File: src/rtl/ppds_pkg.sv
// Shared types, widths and constants of the power-difference statistics unit.
// Used by the channel interfaces, the divider, the top level and the checker.
package ppds_pkg;

   localparam int POWER_BITS = 16;
   localparam int COUNT_BITS = 20;
   localparam int NUM_PAIRS  = 6;
   localparam int PAIR_W     = 3;
   localparam int THR_W      = 17;
   localparam int DIFF_W     = POWER_BITS + 1;
   localparam int CNT_W      = COUNT_BITS + 1;
   localparam int SUM_W      = DIFF_W + COUNT_BITS + 1;
   localparam int MAG_W      = SUM_W - 1;
   localparam int QUOT_W     = DIFF_W - 1;
   localparam int PROD_W     = THR_W + CNT_W + 1;
   localparam int STEP_W     = $clog2(QUOT_W);

   localparam logic [PAIR_W-1:0] PAIR_HC_HX = 3'd0;
   localparam logic [PAIR_W-1:0] PAIR_HC_VC = 3'd1;
   localparam logic [PAIR_W-1:0] PAIR_HC_VX = 3'd2;
   localparam logic [PAIR_W-1:0] PAIR_VC_HX = 3'd3;
   localparam logic [PAIR_W-1:0] PAIR_VC_VX = 3'd4;
   localparam logic [PAIR_W-1:0] PAIR_HX_VX = 3'd5;
   localparam logic [PAIR_W-1:0] LAST_PAIR  = PAIR_W'(NUM_PAIRS - 1);
   localparam logic [PAIR_W-1:0] PAIR_DONE  = PAIR_W'(NUM_PAIRS);

   localparam logic [CNT_W-1:0] COUNT_LIMIT = {1'b1, {COUNT_BITS{1'b0}}};

   localparam logic signed [DIFF_W-1:0] MIN_RESET  = {1'b0, {(DIFF_W-1){1'b1}}};
   localparam logic signed [DIFF_W-1:0] MAX_RESET  = {1'b1, {(DIFF_W-1){1'b0}}};
   localparam logic signed [DIFF_W-1:0] MEAN_EMPTY = {1'b1, {(DIFF_W-1){1'b0}}};

   typedef enum logic [1:0] {
      MODE_HORIZ   = 2'd0,
      MODE_VERT    = 2'd1,
      MODE_BOTH    = 2'd2,
      MODE_UNKNOWN = 2'd3
   } mode_type;

   typedef enum logic [2:0] {
      ST_IDLE,
      ST_ACC,
      ST_MODE_MUL,
      ST_MODE_CMP,
      ST_READ,
      ST_LOAD,
      ST_DIV,
      ST_OUT
   } state_type;

   typedef struct packed {
      logic signed [SUM_W-1:0]  sum;
      logic signed [DIFF_W-1:0] min;
      logic signed [DIFF_W-1:0] max;
   } entry_type;

   localparam entry_type ENTRY_RESET = '{sum: '0, min: MIN_RESET, max: MAX_RESET};

   // Difference of one channel pair, widened by one bit so it never wraps.
   function automatic logic signed [DIFF_W-1:0] pair_diff(
      input logic [PAIR_W-1:0]            pair,
      input logic signed [POWER_BITS-1:0] hc,
      input logic signed [POWER_BITS-1:0] hx,
      input logic signed [POWER_BITS-1:0] vc,
      input logic signed [POWER_BITS-1:0] vx
   );
      logic signed [DIFF_W-1:0] a;
      logic signed [DIFF_W-1:0] b;
      unique case (pair)
         PAIR_HC_HX: begin a = DIFF_W'(hc); b = DIFF_W'(hx); end
         PAIR_HC_VC: begin a = DIFF_W'(hc); b = DIFF_W'(vc); end
         PAIR_HC_VX: begin a = DIFF_W'(hc); b = DIFF_W'(vx); end
         PAIR_VC_HX: begin a = DIFF_W'(vc); b = DIFF_W'(hx); end
         PAIR_VC_VX: begin a = DIFF_W'(vc); b = DIFF_W'(vx); end
         default: begin a = DIFF_W'(hx); b = DIFF_W'(vx); end
      endcase
      return a - b;
   endfunction

endpackage

File: src/rtl/ppds_req_if.sv
// Gate input channel of the power-difference statistics unit.
// Depends on ppds_pkg for the power width.
interface ppds_req_if;
   logic                                     valid;
   logic                                     ready;
   logic                                     gate_valid;
   logic signed [ppds_pkg::POWER_BITS-1:0]   power_h_co;
   logic signed [ppds_pkg::POWER_BITS-1:0]   power_h_cross;
   logic signed [ppds_pkg::POWER_BITS-1:0]   power_v_co;
   logic signed [ppds_pkg::POWER_BITS-1:0]   power_v_cross;
   logic                                     end_of_scan;

   modport source (
      output valid, gate_valid, power_h_co, power_h_cross, power_v_co, power_v_cross,
             end_of_scan,
      input  ready
   );
   modport sink (
      input  valid, gate_valid, power_h_co, power_h_cross, power_v_co, power_v_cross,
             end_of_scan,
      output ready
   );
endinterface

File: src/rtl/ppds_rsp_if.sv
// Result channel of the power-difference statistics unit.
// Depends on ppds_pkg for field widths.
interface ppds_rsp_if;
   logic                                 valid;
   logic                                 ready;
   logic [ppds_pkg::PAIR_W-1:0]          pair_index;
   logic signed [ppds_pkg::DIFF_W-1:0]   mean_difference;
   logic signed [ppds_pkg::DIFF_W-1:0]   min_difference;
   logic signed [ppds_pkg::DIFF_W-1:0]   max_difference;
   logic [ppds_pkg::CNT_W-1:0]           sample_count;
   logic [1:0]                           xmit_mode;
   logic                                 scan_empty;
   logic                                 count_overflowed;
   logic                                 last_of_run;

   modport source (
      output valid, pair_index, mean_difference, min_difference, max_difference,
             sample_count, xmit_mode, scan_empty, count_overflowed, last_of_run,
      input  ready
   );
   modport sink (
      input  valid, pair_index, mean_difference, min_difference, max_difference,
             sample_count, xmit_mode, scan_empty, count_overflowed, last_of_run,
      output ready
   );
endinterface

File: src/rtl/ppds_divider.sv
// Unsigned restoring divider, one quotient bit per cycle, for the scan means.
// Depends on ppds_pkg for operand widths.
module ppds_divider (
   input  logic                           clock,
   input  logic                           reset,
   input  logic                           start,
   input  logic [ppds_pkg::MAG_W-1:0]     dividend,
   input  logic [ppds_pkg::CNT_W-1:0]     divisor,
   output logic                           done,
   output logic [ppds_pkg::QUOT_W-1:0]    quotient
);

   logic                              busy_ff, busy_in;
   logic [ppds_pkg::STEP_W-1:0]       step_ff, step_in;
   logic [ppds_pkg::CNT_W-1:0]        rem_ff, rem_in;
   logic [ppds_pkg::QUOT_W-1:0]       quot_ff, quot_in;
   logic [ppds_pkg::CNT_W:0]          shifted;
   logic [ppds_pkg::CNT_W:0]          trial;
   logic                              fits;

   // The quotient is known to fit in QUOT_W bits, so the upper dividend bits
   // start out below the divisor and the remainder never needs more than CNT_W bits.
   always_comb begin
      shifted = {rem_ff, quot_ff[ppds_pkg::QUOT_W-1]};
      trial   = shifted - {1'b0, divisor};
      fits    = (shifted >= {1'b0, divisor});
      busy_in = busy_ff;
      step_in = step_ff;
      rem_in  = rem_ff;
      quot_in = quot_ff;
      if (start) begin
         busy_in = 1'b1;
         step_in = ppds_pkg::STEP_W'(ppds_pkg::QUOT_W - 1);
         rem_in  = ppds_pkg::CNT_W'(dividend >> ppds_pkg::QUOT_W);
         quot_in = dividend[ppds_pkg::QUOT_W-1:0];
      end else if (busy_ff) begin
         rem_in  = fits ? trial[ppds_pkg::CNT_W-1:0] : shifted[ppds_pkg::CNT_W-1:0];
         quot_in = {quot_ff[ppds_pkg::QUOT_W-2:0], fits};
         step_in = step_ff - 1'b1;
         if (step_ff == '0) begin
            busy_in = 1'b0;
         end
      end
   end

   always_ff @(posedge clock) begin
      if (reset) begin
         busy_ff <= 1'b0;
      end else begin
         busy_ff <= busy_in;
      end
      step_ff <= step_in;
      rem_ff  <= rem_in;
      quot_ff <= quot_in;
   end

   assign done     = busy_ff && (step_ff == '0);
   assign quotient = quot_ff;

endmodule

File: src/rtl/polar_power_difference_stats_unit.sv
// Top level of the polar power-difference statistics unit.
// Depends on ppds_pkg, ppds_req_if, ppds_rsp_if and ppds_divider.
//
//   channel  direction  handshake           carries
//   req_ch   in         valid/ready         one range gate
//   rsp_ch   out        valid/ready         one per-pair result, six per scan
//   csr_     in         write enable only   mode threshold
//
// A gate that is accumulated takes the transfer, then six read-modify-write passes over
// the one statistics memory, pipelined one pair per cycle plus a drain. A gate that is
// not accumulated is only transferred. End of scan adds the mode decision (multiply,
// then compare), then per pair a memory read and load, the bit-serial divider and a
// load of the output register; the divider is skipped when the scan is empty.
// Reset clears control state; per-entry valid bits make unwritten statistics read as
// their reset values, so there is no clearing pass. A stalled result holds the block.
module polar_power_difference_stats_unit (
   input  logic                            clock,
   input  logic                            reset,
   input  logic                            csr_write_enable,
   input  logic [ppds_pkg::THR_W-1:0]      csr_write_data,
   ppds_req_if.sink                        req_ch,
   ppds_rsp_if.source                      rsp_ch
);

   ppds_pkg::state_type                    state_ff, state_in;
   logic [ppds_pkg::PAIR_W-1:0]            pair_ff, pair_in;
   logic [ppds_pkg::CNT_W-1:0]             count_ff, count_in;
   logic                                   ovf_ff, ovf_in;
   logic signed [ppds_pkg::THR_W-1:0]      thr_ff;
   logic [ppds_pkg::NUM_PAIRS-1:0]         valid_bits_ff;
   ppds_pkg::mode_type                     mode_ff;

   logic signed [ppds_pkg::POWER_BITS-1:0] hc_ff, hx_ff, vc_ff, vx_ff;
   logic                                   eos_ff;

   ppds_pkg::entry_type                    mem [ppds_pkg::NUM_PAIRS];
   ppds_pkg::entry_type                    rd_data_ff;
   logic                                   rd_valid_ff;
   ppds_pkg::entry_type                    cur_entry;
   ppds_pkg::entry_type                    wr_data;

   logic signed [ppds_pkg::PROD_W-1:0]     prod_ff, prod_in;
   logic signed [ppds_pkg::PROD_W-1:0]     sum_x;
   logic signed [ppds_pkg::CNT_W:0]        count_s;
   logic signed [ppds_pkg::DIFF_W-1:0]     min_ff, max_ff;
   logic                                   neg_ff;
   logic [ppds_pkg::SUM_W-1:0]             mag_full;
   logic signed [ppds_pkg::DIFF_W-1:0]     diff;
   logic signed [ppds_pkg::DIFF_W-1:0]     quot_x;
   logic signed [ppds_pkg::DIFF_W-1:0]     mean;

   logic                                   req_ready;
   logic                                   accept;
   logic                                   take_gate;
   logic                                   rd_en;
   logic [ppds_pkg::PAIR_W-1:0]            rd_addr;
   logic                                   wr_en;
   logic [ppds_pkg::PAIR_W-1:0]            wr_addr;
   logic                                   div_start;
   logic                                   div_done;
   logic [ppds_pkg::QUOT_W-1:0]            div_quot;
   logic                                   out_free;
   logic                                   out_load;
   logic                                   scan_done;
   logic                                   empty;

   logic                                   rsp_valid_ff;
   logic [ppds_pkg::PAIR_W-1:0]            rsp_pair_ff;
   logic signed [ppds_pkg::DIFF_W-1:0]     rsp_mean_ff, rsp_min_ff, rsp_max_ff;
   logic [ppds_pkg::CNT_W-1:0]             rsp_count_ff;
   ppds_pkg::mode_type                     rsp_mode_ff;
   logic                                   rsp_empty_ff, rsp_ovf_ff, rsp_last_ff;

   assign accept    = req_ch.valid && req_ready;
   assign take_gate = req_ch.gate_valid && (count_ff != ppds_pkg::COUNT_LIMIT);
   assign empty     = (count_ff == '0);
   assign out_free  = !rsp_valid_ff || rsp_ch.ready;
   assign wr_addr   = pair_ff - 1'b1;

   // Next state.
   always_comb begin
      state_in = state_ff;
      unique case (state_ff)
         ppds_pkg::ST_IDLE: begin
            if (accept) begin
               if (take_gate) begin
                  state_in = ppds_pkg::ST_ACC;
               end else if (req_ch.end_of_scan) begin
                  state_in = ppds_pkg::ST_MODE_MUL;
               end
            end
         end
         ppds_pkg::ST_ACC: begin
            if (pair_ff == ppds_pkg::PAIR_DONE) begin
               state_in = eos_ff ? ppds_pkg::ST_MODE_MUL : ppds_pkg::ST_IDLE;
            end
         end
         ppds_pkg::ST_MODE_MUL: state_in = ppds_pkg::ST_MODE_CMP;
         ppds_pkg::ST_MODE_CMP: state_in = ppds_pkg::ST_READ;
         ppds_pkg::ST_READ:     state_in = ppds_pkg::ST_LOAD;
         ppds_pkg::ST_LOAD:     state_in = empty ? ppds_pkg::ST_OUT : ppds_pkg::ST_DIV;
         ppds_pkg::ST_DIV: begin
            if (div_done) begin
               state_in = ppds_pkg::ST_OUT;
            end
         end
         ppds_pkg::ST_OUT: begin
            if (out_free) begin
               state_in = (pair_ff == ppds_pkg::LAST_PAIR) ? ppds_pkg::ST_IDLE
                                                           : ppds_pkg::ST_READ;
            end
         end
         default: state_in = ppds_pkg::ST_IDLE;
      endcase
   end

   // State outputs.
   always_comb begin
      req_ready = 1'b0;
      rd_en     = 1'b0;
      rd_addr   = pair_ff;
      wr_en     = 1'b0;
      div_start = 1'b0;
      out_load  = 1'b0;
      unique case (state_ff)
         ppds_pkg::ST_IDLE: req_ready = 1'b1;
         ppds_pkg::ST_ACC: begin
            // Pair p is read while pair p-1 is written back, so the two never collide.
            rd_en = (pair_ff != ppds_pkg::PAIR_DONE);
            wr_en = (pair_ff != '0);
         end
         ppds_pkg::ST_MODE_MUL: begin
            rd_en   = 1'b1;
            rd_addr = ppds_pkg::PAIR_HC_VC;
         end
         ppds_pkg::ST_READ: rd_en = 1'b1;
         ppds_pkg::ST_LOAD: div_start = !empty;
         ppds_pkg::ST_OUT:  out_load = out_free;
         default: ;
      endcase
   end

   assign scan_done = out_load && (pair_ff == ppds_pkg::LAST_PAIR);

   // Entries never written since the last clear read as their reset values.
   assign cur_entry = rd_valid_ff ? rd_data_ff : ppds_pkg::ENTRY_RESET;

   always_comb begin
      diff        = ppds_pkg::pair_diff(wr_addr, hc_ff, hx_ff, vc_ff, vx_ff);
      wr_data.sum = cur_entry.sum + ppds_pkg::SUM_W'(diff);
      wr_data.min = (diff < cur_entry.min) ? diff : cur_entry.min;
      wr_data.max = (diff > cur_entry.max) ? diff : cur_entry.max;
   end

   always_comb begin
      count_s  = {1'b0, count_ff};
      prod_in  = thr_ff * count_s;
      sum_x    = ppds_pkg::PROD_W'(cur_entry.sum);
      mag_full = cur_entry.sum[ppds_pkg::SUM_W-1] ? -cur_entry.sum : cur_entry.sum;
      quot_x   = {1'b0, div_quot};
      mean     = empty ? ppds_pkg::MEAN_EMPTY : (neg_ff ? -quot_x : quot_x);
   end

   always_comb begin
      pair_in  = pair_ff;
      count_in = count_ff;
      ovf_in   = ovf_ff;
      if (accept) begin
         pair_in = '0;
         if (take_gate) begin
            count_in = count_ff + 1'b1;
         end else if (req_ch.gate_valid) begin
            ovf_in = 1'b1;
         end
      end
      if (state_ff == ppds_pkg::ST_ACC) begin
         pair_in = pair_ff + 1'b1;
      end
      if (state_ff == ppds_pkg::ST_MODE_CMP) begin
         pair_in = '0;
      end
      if (out_load) begin
         pair_in = pair_ff + 1'b1;
      end
      if (scan_done) begin
         count_in = '0;
         ovf_in   = 1'b0;
      end
   end

   always_ff @(posedge clock) begin
      if (reset) begin
         state_ff      <= ppds_pkg::ST_IDLE;
         pair_ff       <= '0;
         count_ff      <= '0;
         ovf_ff        <= 1'b0;
         thr_ff        <= '0;
         valid_bits_ff <= '0;
         rsp_valid_ff  <= 1'b0;
      end else begin
         state_ff <= state_in;
         pair_ff  <= pair_in;
         count_ff <= count_in;
         ovf_ff   <= ovf_in;
         if (csr_write_enable) begin
            thr_ff <= csr_write_data;
         end
         if (scan_done) begin
            valid_bits_ff <= '0;
         end else if (wr_en) begin
            valid_bits_ff[wr_addr] <= 1'b1;
         end
         if (out_load) begin
            rsp_valid_ff <= 1'b1;
         end else if (rsp_ch.ready) begin
            rsp_valid_ff <= 1'b0;
         end
      end
   end

   // Statistics memory: one write and one registered read per cycle.
   always_ff @(posedge clock) begin
      if (wr_en) begin
         mem[wr_addr] <= wr_data;
      end
      if (rd_en) begin
         rd_data_ff  <= mem[rd_addr];
         rd_valid_ff <= valid_bits_ff[rd_addr];
      end
   end

   always_ff @(posedge clock) begin
      if (accept) begin
         hc_ff  <= req_ch.power_h_co;
         hx_ff  <= req_ch.power_h_cross;
         vc_ff  <= req_ch.power_v_co;
         vx_ff  <= req_ch.power_v_cross;
         eos_ff <= req_ch.end_of_scan;
      end
      if (state_ff == ppds_pkg::ST_MODE_MUL) begin
         prod_ff <= prod_in;
      end
      // The mode compares the exact sum against threshold times count, no rounding.
      if (state_ff == ppds_pkg::ST_MODE_CMP) begin
         priority if (empty) begin
            mode_ff <= ppds_pkg::MODE_UNKNOWN;
         end else if (sum_x > prod_ff) begin
            mode_ff <= ppds_pkg::MODE_HORIZ;
         end else if (sum_x < prod_ff) begin
            mode_ff <= ppds_pkg::MODE_VERT;
         end else begin
            mode_ff <= ppds_pkg::MODE_BOTH;
         end
      end
      if (state_ff == ppds_pkg::ST_LOAD) begin
         min_ff <= cur_entry.min;
         max_ff <= cur_entry.max;
         neg_ff <= cur_entry.sum[ppds_pkg::SUM_W-1];
      end
      if (out_load) begin
         rsp_pair_ff  <= pair_ff;
         rsp_mean_ff  <= mean;
         rsp_min_ff   <= min_ff;
         rsp_max_ff   <= max_ff;
         rsp_count_ff <= count_ff;
         rsp_mode_ff  <= mode_ff;
         rsp_empty_ff <= empty;
         rsp_ovf_ff   <= ovf_ff;
         rsp_last_ff  <= (pair_ff == ppds_pkg::LAST_PAIR);
      end
   end

   ppds_divider u_divider (
      .clock    (clock),
      .reset    (reset),
      .start    (div_start),
      .dividend (mag_full[ppds_pkg::MAG_W-1:0]),
      .divisor  (count_ff),
      .done     (div_done),
      .quotient (div_quot)
   );

   assign req_ch.ready            = req_ready;
   assign rsp_ch.valid            = rsp_valid_ff;
   assign rsp_ch.pair_index       = rsp_pair_ff;
   assign rsp_ch.mean_difference  = rsp_mean_ff;
   assign rsp_ch.min_difference   = rsp_min_ff;
   assign rsp_ch.max_difference   = rsp_max_ff;
   assign rsp_ch.sample_count     = rsp_count_ff;
   assign rsp_ch.xmit_mode        = rsp_mode_ff;
   assign rsp_ch.scan_empty       = rsp_empty_ff;
   assign rsp_ch.count_overflowed = rsp_ovf_ff;
   assign rsp_ch.last_of_run      = rsp_last_ff;

endmodule

File: src/flat_wrapper.sv
// flat-port wrapper written by rule: the top's interface ports become plain ports
module polar_power_difference_stats_unit_flat 
  (clock, reset, csr_write_enable, csr_write_data, req_ch_valid, req_ch_gate_valid, req_ch_power_h_co, req_ch_power_h_cross, req_ch_power_v_co, req_ch_power_v_cross, req_ch_end_of_scan, req_ch_ready, rsp_ch_valid, rsp_ch_pair_index, rsp_ch_mean_difference, rsp_ch_min_difference, rsp_ch_max_difference, rsp_ch_sample_count, rsp_ch_xmit_mode, rsp_ch_scan_empty, rsp_ch_count_overflowed, rsp_ch_last_of_run, rsp_ch_ready);
  ppds_req_if req_ch_i ();
  ppds_rsp_if rsp_ch_i ();
  input  logic clock;
  input  logic reset;
  input  logic csr_write_enable;
  input  logic [ppds_pkg::THR_W-1:0] csr_write_data;
  input wire logic [$bits(req_ch_i.valid)-1:0] req_ch_valid;
  input wire logic [$bits(req_ch_i.gate_valid)-1:0] req_ch_gate_valid;
  input wire logic [$bits(req_ch_i.power_h_co)-1:0] req_ch_power_h_co;
  input wire logic [$bits(req_ch_i.power_h_cross)-1:0] req_ch_power_h_cross;
  input wire logic [$bits(req_ch_i.power_v_co)-1:0] req_ch_power_v_co;
  input wire logic [$bits(req_ch_i.power_v_cross)-1:0] req_ch_power_v_cross;
  input wire logic [$bits(req_ch_i.end_of_scan)-1:0] req_ch_end_of_scan;
  output wire logic [$bits(req_ch_i.ready)-1:0] req_ch_ready;
  output wire logic [$bits(rsp_ch_i.valid)-1:0] rsp_ch_valid;
  output wire logic [$bits(rsp_ch_i.pair_index)-1:0] rsp_ch_pair_index;
  output wire logic [$bits(rsp_ch_i.mean_difference)-1:0] rsp_ch_mean_difference;
  output wire logic [$bits(rsp_ch_i.min_difference)-1:0] rsp_ch_min_difference;
  output wire logic [$bits(rsp_ch_i.max_difference)-1:0] rsp_ch_max_difference;
  output wire logic [$bits(rsp_ch_i.sample_count)-1:0] rsp_ch_sample_count;
  output wire logic [$bits(rsp_ch_i.xmit_mode)-1:0] rsp_ch_xmit_mode;
  output wire logic [$bits(rsp_ch_i.scan_empty)-1:0] rsp_ch_scan_empty;
  output wire logic [$bits(rsp_ch_i.count_overflowed)-1:0] rsp_ch_count_overflowed;
  output wire logic [$bits(rsp_ch_i.last_of_run)-1:0] rsp_ch_last_of_run;
  input wire logic [$bits(rsp_ch_i.ready)-1:0] rsp_ch_ready;
  assign req_ch_i.valid = req_ch_valid;
  assign req_ch_i.gate_valid = req_ch_gate_valid;
  assign req_ch_i.power_h_co = req_ch_power_h_co;
  assign req_ch_i.power_h_cross = req_ch_power_h_cross;
  assign req_ch_i.power_v_co = req_ch_power_v_co;
  assign req_ch_i.power_v_cross = req_ch_power_v_cross;
  assign req_ch_i.end_of_scan = req_ch_end_of_scan;
  assign req_ch_ready = req_ch_i.ready;
  assign rsp_ch_valid = rsp_ch_i.valid;
  assign rsp_ch_pair_index = rsp_ch_i.pair_index;
  assign rsp_ch_mean_difference = rsp_ch_i.mean_difference;
  assign rsp_ch_min_difference = rsp_ch_i.min_difference;
  assign rsp_ch_max_difference = rsp_ch_i.max_difference;
  assign rsp_ch_sample_count = rsp_ch_i.sample_count;
  assign rsp_ch_xmit_mode = rsp_ch_i.xmit_mode;
  assign rsp_ch_scan_empty = rsp_ch_i.scan_empty;
  assign rsp_ch_count_overflowed = rsp_ch_i.count_overflowed;
  assign rsp_ch_last_of_run = rsp_ch_i.last_of_run;
  assign rsp_ch_i.ready = rsp_ch_ready;
  polar_power_difference_stats_unit u_core (.clock(clock), .reset(reset), .csr_write_enable(csr_write_enable), .csr_write_data(csr_write_data), .req_ch(req_ch_i), .rsp_ch(rsp_ch_i));
endmodule
File: config.mk
export PLATFORM = sky130hd
export DESIGN_NAME = polar_power_difference_stats_unit_flat
export DESIGN_NICKNAME = d
export VERILOG_FILES = /design/src/rtl/ppds_pkg.sv /design/src/rtl/ppds_req_if.sv /design/src/rtl/ppds_rsp_if.sv /design/src/rtl/ppds_divider.sv /design/src/rtl/polar_power_difference_stats_unit.sv /design/src/flat_wrapper.sv
export SDC_FILE = /design/constraint.sdc
export NUM_CORES = 2
export LEC_CHECK = 0
export BUFFER_PORTS_ARGS = -buffer_cell sky130_fd_sc_hd__buf_2
export CAP_MARGIN = 40
export CORE_UTILIZATION = 62
export CTS_BUF_LIST = sky130_fd_sc_hd__clkbuf_8 sky130_fd_sc_hd__clkbuf_16
export DETAILED_ROUTE_END_ITERATION = 8
export PLACE_DENSITY = 0.85
export SKIP_LAST_GASP = 1
export SLEW_MARGIN = 20
export SYNTH_ARGS = -nofsm -noshare
export SYNTH_HDL_FRONTEND = slang
export SYNTH_SLANG_ARGS = --single-unit
File: constraint.sdc
create_clock -name clock -period 13.3 [get_ports clock]
set_input_delay 1.33 -clock clock [delete_from_list [all_inputs] [get_ports clock]]
set_output_delay 1.33 -clock clock [all_outputs]
set_load 0.02 [all_outputs]
# Yosys cells after proc, flatten, opt, wreduce, memory -nomap -nowiden
# Memories as Yosys holds them, arrays and structs flattened. A register that Yosys moved wholly into a read port is not among the register bits.
# Cells that the tools add are included.
# totals
wordCells,141
output_inout_bits,82
romBits,0
memories,1
latchBits,0
ff_bits,316
ramBits,432
# mem_list
memory,words,width,rd,rd_clocked_by_memory_dff,wr,line,text
u_core.mem,6,72,1,1,1,polar_power_difference_stats_unit.sv:36,ppds_pkg::entry_type mem [ppds_pkg::NUM_PAIRS];
# op_classes
order_cmp,8
n_addsub,9
div_mod_pow,0
multipliers,1
mux,45
n_reduce_logical,24
shifts,0
bitwise,2
eq_ne,20
# op_table
operator,n
two-way mux 72 bit,1
case mux 17 bit (2 select lines),2
two-way mux 21 bit,3
two-way mux 17 bit,3
> comparator 38 x 39 -> 1 bit,1
< comparator 38 x 39 -> 1 bit,1
multiplier 17 x 22 -> 39 bit,1
adder 38 x 17 -> 38 bit,1
two-way mux 37 bit,1
negation 37 bit,1
two-way mux 3 bit,12
two-way mux 16 bit,2
case mux 3 bit (8 select lines),1
>= comparator 22 x 21 -> 1 bit,1
"adder 21 x 1 -> 21 bit, second input constant",1
"equality test 3 bit, second input constant",7
zero test 21 bit,1
"!= test 21 bit, second input constant",1
subtractor 21 bit,1
> comparator 17 bit,1
< comparator 17 bit,1
negation 16 -> 17 bit,1
subtractor 17 bit,1
two-way mux 1 bit,14
29 further kinds,49

# Logic depth before layout (Yosys ltp)
# logic_depth
ltp_word,7
mapped_depth,37
ltp_nobuf,32

# Cells and area by module
# A second synthesis with hierarchy kept.
# hier_totals
cells_unflattened,4588
area_unflattened_um2,50648.6
# by_module_without_submodules
module,area_each_um2,instances,cells_per_inst,seq_area_each_um2
polar_power_difference_stats_unit,47494.3,1,4283,22841.9
ppds_divider,3154.3,1,305,1211.2

# Worst setup path before layout
# No wires, ideal clock.
# synth_path
path_kind,register -> register
start,reg u_core.pair_ff[0] (netlist name)
end,mem u_core.mem[3][0] (netlist name) (enable)
stages_incl_launch_ff,9
required_time_ns,12.707
setup_time_ns,0.593
arrival_ns,6.840
slack_ns,5.868
cell_sequence,dfxtp_1 -> clkbuf_1 -> inv_1 -> clkbuf_1 -> clkbuf_1 -> ha_1 -> nor2b_1 -> or4_1 -> nor3_1
# synth_via
elab_chain_cells,4
elab_cells_between_ends,5
classes_between,1 x add/sub; 3 x mux; 1 x reduce/logical
# synth_lines
element,line,text
from (decl),polar_power_difference_stats_unit.sv:26,"logic [ppds_pkg::PAIR_W-1:0] pair_ff, pair_in;"
from (signal assigned),polar_power_difference_stats_unit.sv:202,pair_ff <= pair_in;
nonzero test 3 bit,polar_power_difference_stats_unit.sv:130,wr_en = (pair_ff != '0);
two-way mux 1 bit,polar_power_difference_stats_unit.sv:125,unique case (state_ff)
two-way mux 1 bit,polar_power_difference_stats_unit.sv:223,if (wr_en) begin
two-way mux 1 bit (implied by the code),polar_power_difference_stats_unit.sv:224,mem[wr_addr] <= wr_data;
to (decl),polar_power_difference_stats_unit.sv:36,
# Several ways; a longest one is shown, not always the timed one.

==> out/results.env <==
TRITONCTS='built'
CTS_MADE_BUFFERS=82
DPL.HPWL_UM=89700
HTREE_LEVELS=3
FINALNONFILLERCELLS=5704
GRT_PASS1_WL_UM=203000
WEIGHTED_CONGESTION_REPORTED_AT_THE_END_OF_ROUTABILITY_DRIVEN_PLACEMENT=0.957
GRT_PASS1_VIAS=36100
STARTPOINT_TYPE='flop'
MAX_FREQ_GHz=0.115
IO_BUF_COUNT=169
FINAL_MAX_SLEW_VIOL_COUNT=0
AREA.GROWTH.SYNTH_TO_FINAL_PCT=9.91
ROUTED-VIA-COUNT=36200
SKEW_NS=0.0287
FINAL-SETUP-VIOL-COUNT=0
DRIVE_GT1_FRAC=0.106
NETLIST_AREA_UM2=50000
DPL.CELL_COUNT=5536
PLACEMENT.SETUP.WORST_SLACK_NS=4.91
FINALWORSTPATHREQUIREDPERIOD_NS=8.73
STARTING_UTILIZATION_OF_THE_CORE_AREA=0.630
DRT_ITER0_DRC=4768
GRT_START_MAX_NET_PINS=88
WORST_HOLD_PATH_TYPE='reg -> reg'
ROUTED_WIRE_LENGTH_PER_INSTANCE_UM=23.3
DETAIL_ROUTE.VIAS_PER_CELL=6.34
ANTENNA_VIOLATIONS_BEFORE_REPAIR=4
NUMBER_OF_DISTINCT_LIBRARY_CELLS_AFTER_SYNTHESIS=75
CAP_VIOLATIONS=0
WORSTPATHREQUIRED_NS=13.61
WORST-SLEW-PIN-TRANSITION_NS=0.966
CP-END-KIND='flop'
SYNTH.NET_COUNT=5130
GR-USAGE-MET3=0.0711
CTS.SINK_COUNT=820
GROUTE.USAGE.OVERALL=0.322
WORST_RELATIVE_SLEW_SLACK=0.350
YOSYS_WARNINGS=0
WIRELENGTH_UM=133000
TIMING_WORST_SETUP_PATH_TYPE='reg -> reg'
STATIC-LEAKAGE-POWER_nW=23.1
SYNTH-EDFF-COUNT=763
FINALNETCOUNT=5248
CLOCKROOTBUFFER='clkbuf_16'
SYNTH_SEQ_CELLS=820
CRITICAL_PATH.N_BUFFERS_INVERTERS=4
SYNTHESIS.AREA_PER_INSTANCE_UM2=11.2
CLOCK_PATH_BUFFERS=3
ASYNCSETRESETFLOPFRACSYNTH=0
TOP_USAGE_LAYER='met2'
FIN_CRIT_SH=0.656
DRT_PASS1_ITERATIONS=8
WORST_PATH_LARGEST_CELL_DELAY_NS=0.56
WORST_SLACK_NS=4.57
RUN_STATUS='complete, no violations'
POSTLAYOUTCOREUTIL=0.692
SYNTH_FLOP_CELL='edfxtp_1'
CRITICAL_PATH.TOP_DELAY_FAMILY='compound AO/OA/AOI/OAI gates'
INSERTION_DELAY_NS=0.65
CLKSLEWWORSTSETUPHOLDPATHS_NS=0.06
DRT.ANTENNA.VIOLATING_NETS=0
TIMING.SETUP.TNS_NS=0
WORSTPATHMAXFANOUT=28
DIE_AREA_UM2=81800
CRITICAL_PATH_TOP_DELAY_CELL='dfxtp_4'
GRT_USE_MET1=0.430
FLOORPLAN.IO_PINS=170
FINAL_HOLD_VIOLATION_COUNT=0
SYNTH.YOSYS.SEQ_AREA_SHARE=0.481
POST_CTS_RESIZE_COUNT=0
CTS_POST_SETUP_BUFFERS_INSERTED=0
R2R_SETUP_SLACK_NS=4.57
REMAINING_DRC_ERRORS=0
GRT_OVERFLOW_TOTAL=0
CHIPHEIGHT_UM=286
CRITICAL_PATH_ARRIVAL_NS=9.04
IR_WORST_VDD_V=0.000287
FP.COREAREA_UM2=79400
DIE_W_UM=286
GRT_SETUP_UNREPAIRED='false'
PLACEMENTROWS=103
CTSHOLDBUFFERS=0
POWER_DENSITY_nW_PER_UM2=267
SYNTHCELLS=4468
GLOBAL_ROUTE.USAGE.MET2=0.512
-- metrics by stage --
stage	hold slack (ns)	area, µm²	power (W)
2_1_floorplan	0.400	50000	0.00966
3_3_place_gp	0.402	51800	0.0116
3_5_place_dp	0.405	52000	0.0119
4_1_cts	0.419	54700	0.0142
5_1_grt	0.422	55000	0.0152
6_report	0.418	55000	0.0146
-- Yosys cell counts, types with 20 or more instances --
master | instances | share of area
nand2_1 | 499 | 0.037
o21a_1 | 25 | 0.0038
clkbuf_1 | 205 | 0.015
ha_1 | 287 | 0.072
nor3_1 | 35 | 0.0035
dfxtp_1 | 57 | 0.023
nor2_1 | 202 | 0.015
nand2b_1 | 44 | 0.0055
a31oi_1 | 83 | 0.010
nor2b_1 | 20 | 0.0025
o22ai_1 | 79 | 0.0099
a21o_1 | 71 | 0.011
and3_1 | 80 | 0.010
nand3_1 | 47 | 0.0047
and2_1 | 205 | 0.026
fa_1 | 287 | 0.11
mux2i_1 | 72 | 0.014
nand4_1 | 25 | 0.0031
mux2_2 | 74 | 0.017
xnor2_1 | 99 | 0.017
a21oi_1 | 325 | 0.033
o21ai_0 | 106 | 0.011
inv_1 | 491 | 0.037
edfxtp_1 | 763 | 0.46
o31ai_1 | 22 | 0.0033
xor2_1 | 60 | 0.011
-- power breakdown --
group | total [W] | internal, W | switching, W | leakage [nW]
logic | 0.00736 | 0.00225 | 0.00511 | 14.3
clock network | 0.00231 | 0.00130 | 0.00101 | 1.39
registers | 0.00498 | 0.00478 | 0.000204 | 7.40
total | 0.0146 | 0.00833 | 0.00632 | 23.1
-- worst paths after layout --
| kind | to | start | cells after the start |
|---|---|---|---|
| setup / recovery | u_core.mem[0][71] | u_core.pair_ff[1] | 31 |
| hold reg to reg | u_core.rsp_ch.max_difference[16] | u_core.max_ff[16] | 0 |
| setup reg to reg | u_core.mem[0][71] | u_core.pair_ff[1] | 31 |
| hold / removal | u_core.rsp_ch.max_difference[16] | u_core.max_ff[16] | 0 |
-- per-layer routing --
layer  wire length (µm)  share of wire  vias up
li1                   -              -    15700
met1              48600           0.37    17600
met2              61700           0.46     2457
met3              17100           0.13      421
met4               5220          0.039        2
met5                 13       0.000098        -
-- cell type report --
type,instances,area [µm²]
Antenna cell,2,5.00
Timing Repair Buffer,257,1740
Multi-Input combinational cell,2933,23300
Tap cell,1050,1310
Clock buffer,87,2150
Clock inverter,63,531
Fill cell,5225,24400
Inverter,492,1850
Sequential cell,820,24100
-- state kept, by name (all words and copies together) (netlist names), 16 cells and up --
register	flops
u_core.count_ff	21
u_core.hc_ff	16
u_core.hx_ff	16
u_core.max_ff	17
u_core.mem	432
u_core.min_ff	17
u_core.prod_ff	39
u_core.rd_data_ff	72
u_core.rsp_ch.max_difference	17
u_core.rsp_ch.mean_difference	17
u_core.rsp_ch.min_difference	17
u_core.rsp_ch.sample_count	21
u_core.thr_ff	17
u_core.u_divider.quotient	16
u_core.u_divider.rem_ff	21
u_core.vc_ff	16
u_core.vx_ff	16
-- cell families after synthesis --
logic type               count (synthesis)  synth area share
AO/OA/AOI/OAI                          835             0.102
XOR/XNOR                               159            0.0278
adder cells (fa/ha/maj)                574             0.187
buffers and inverters                  715            0.0551
flip-flops                             820             0.481
multiplexers                           146            0.0311
AND/OR/NAND/NOR                       1219             0.117
-- cells in the final DEF (no fill, tap or decap), types with 18 or more instances in the layout --
master	count
a21oi_1	325
dfxtp_1	54
nand2_1	498
nor3_1	33
o21ai_0	106
fa_1	287
xor2_1	60
o22ai_1	79
a22oi_1	19
mux2i_1	72
o31ai_1	22
and3_1	80
clkbuf_16	85
a21o_1	71
nand3_1	46
nor2b_1	20
nand2b_1	44
inv_1	514
nor2_1	195
buf_4	59
buf_8	18
and2_1	203
nand4_1	25
buf_2	172
o21a_1	25
edfxtp_1	763
ha_1	287
xnor2_1	99
a31oi_1	81
mux2_2	74
No activity file was read; power rests on OpenSTA's default activity.
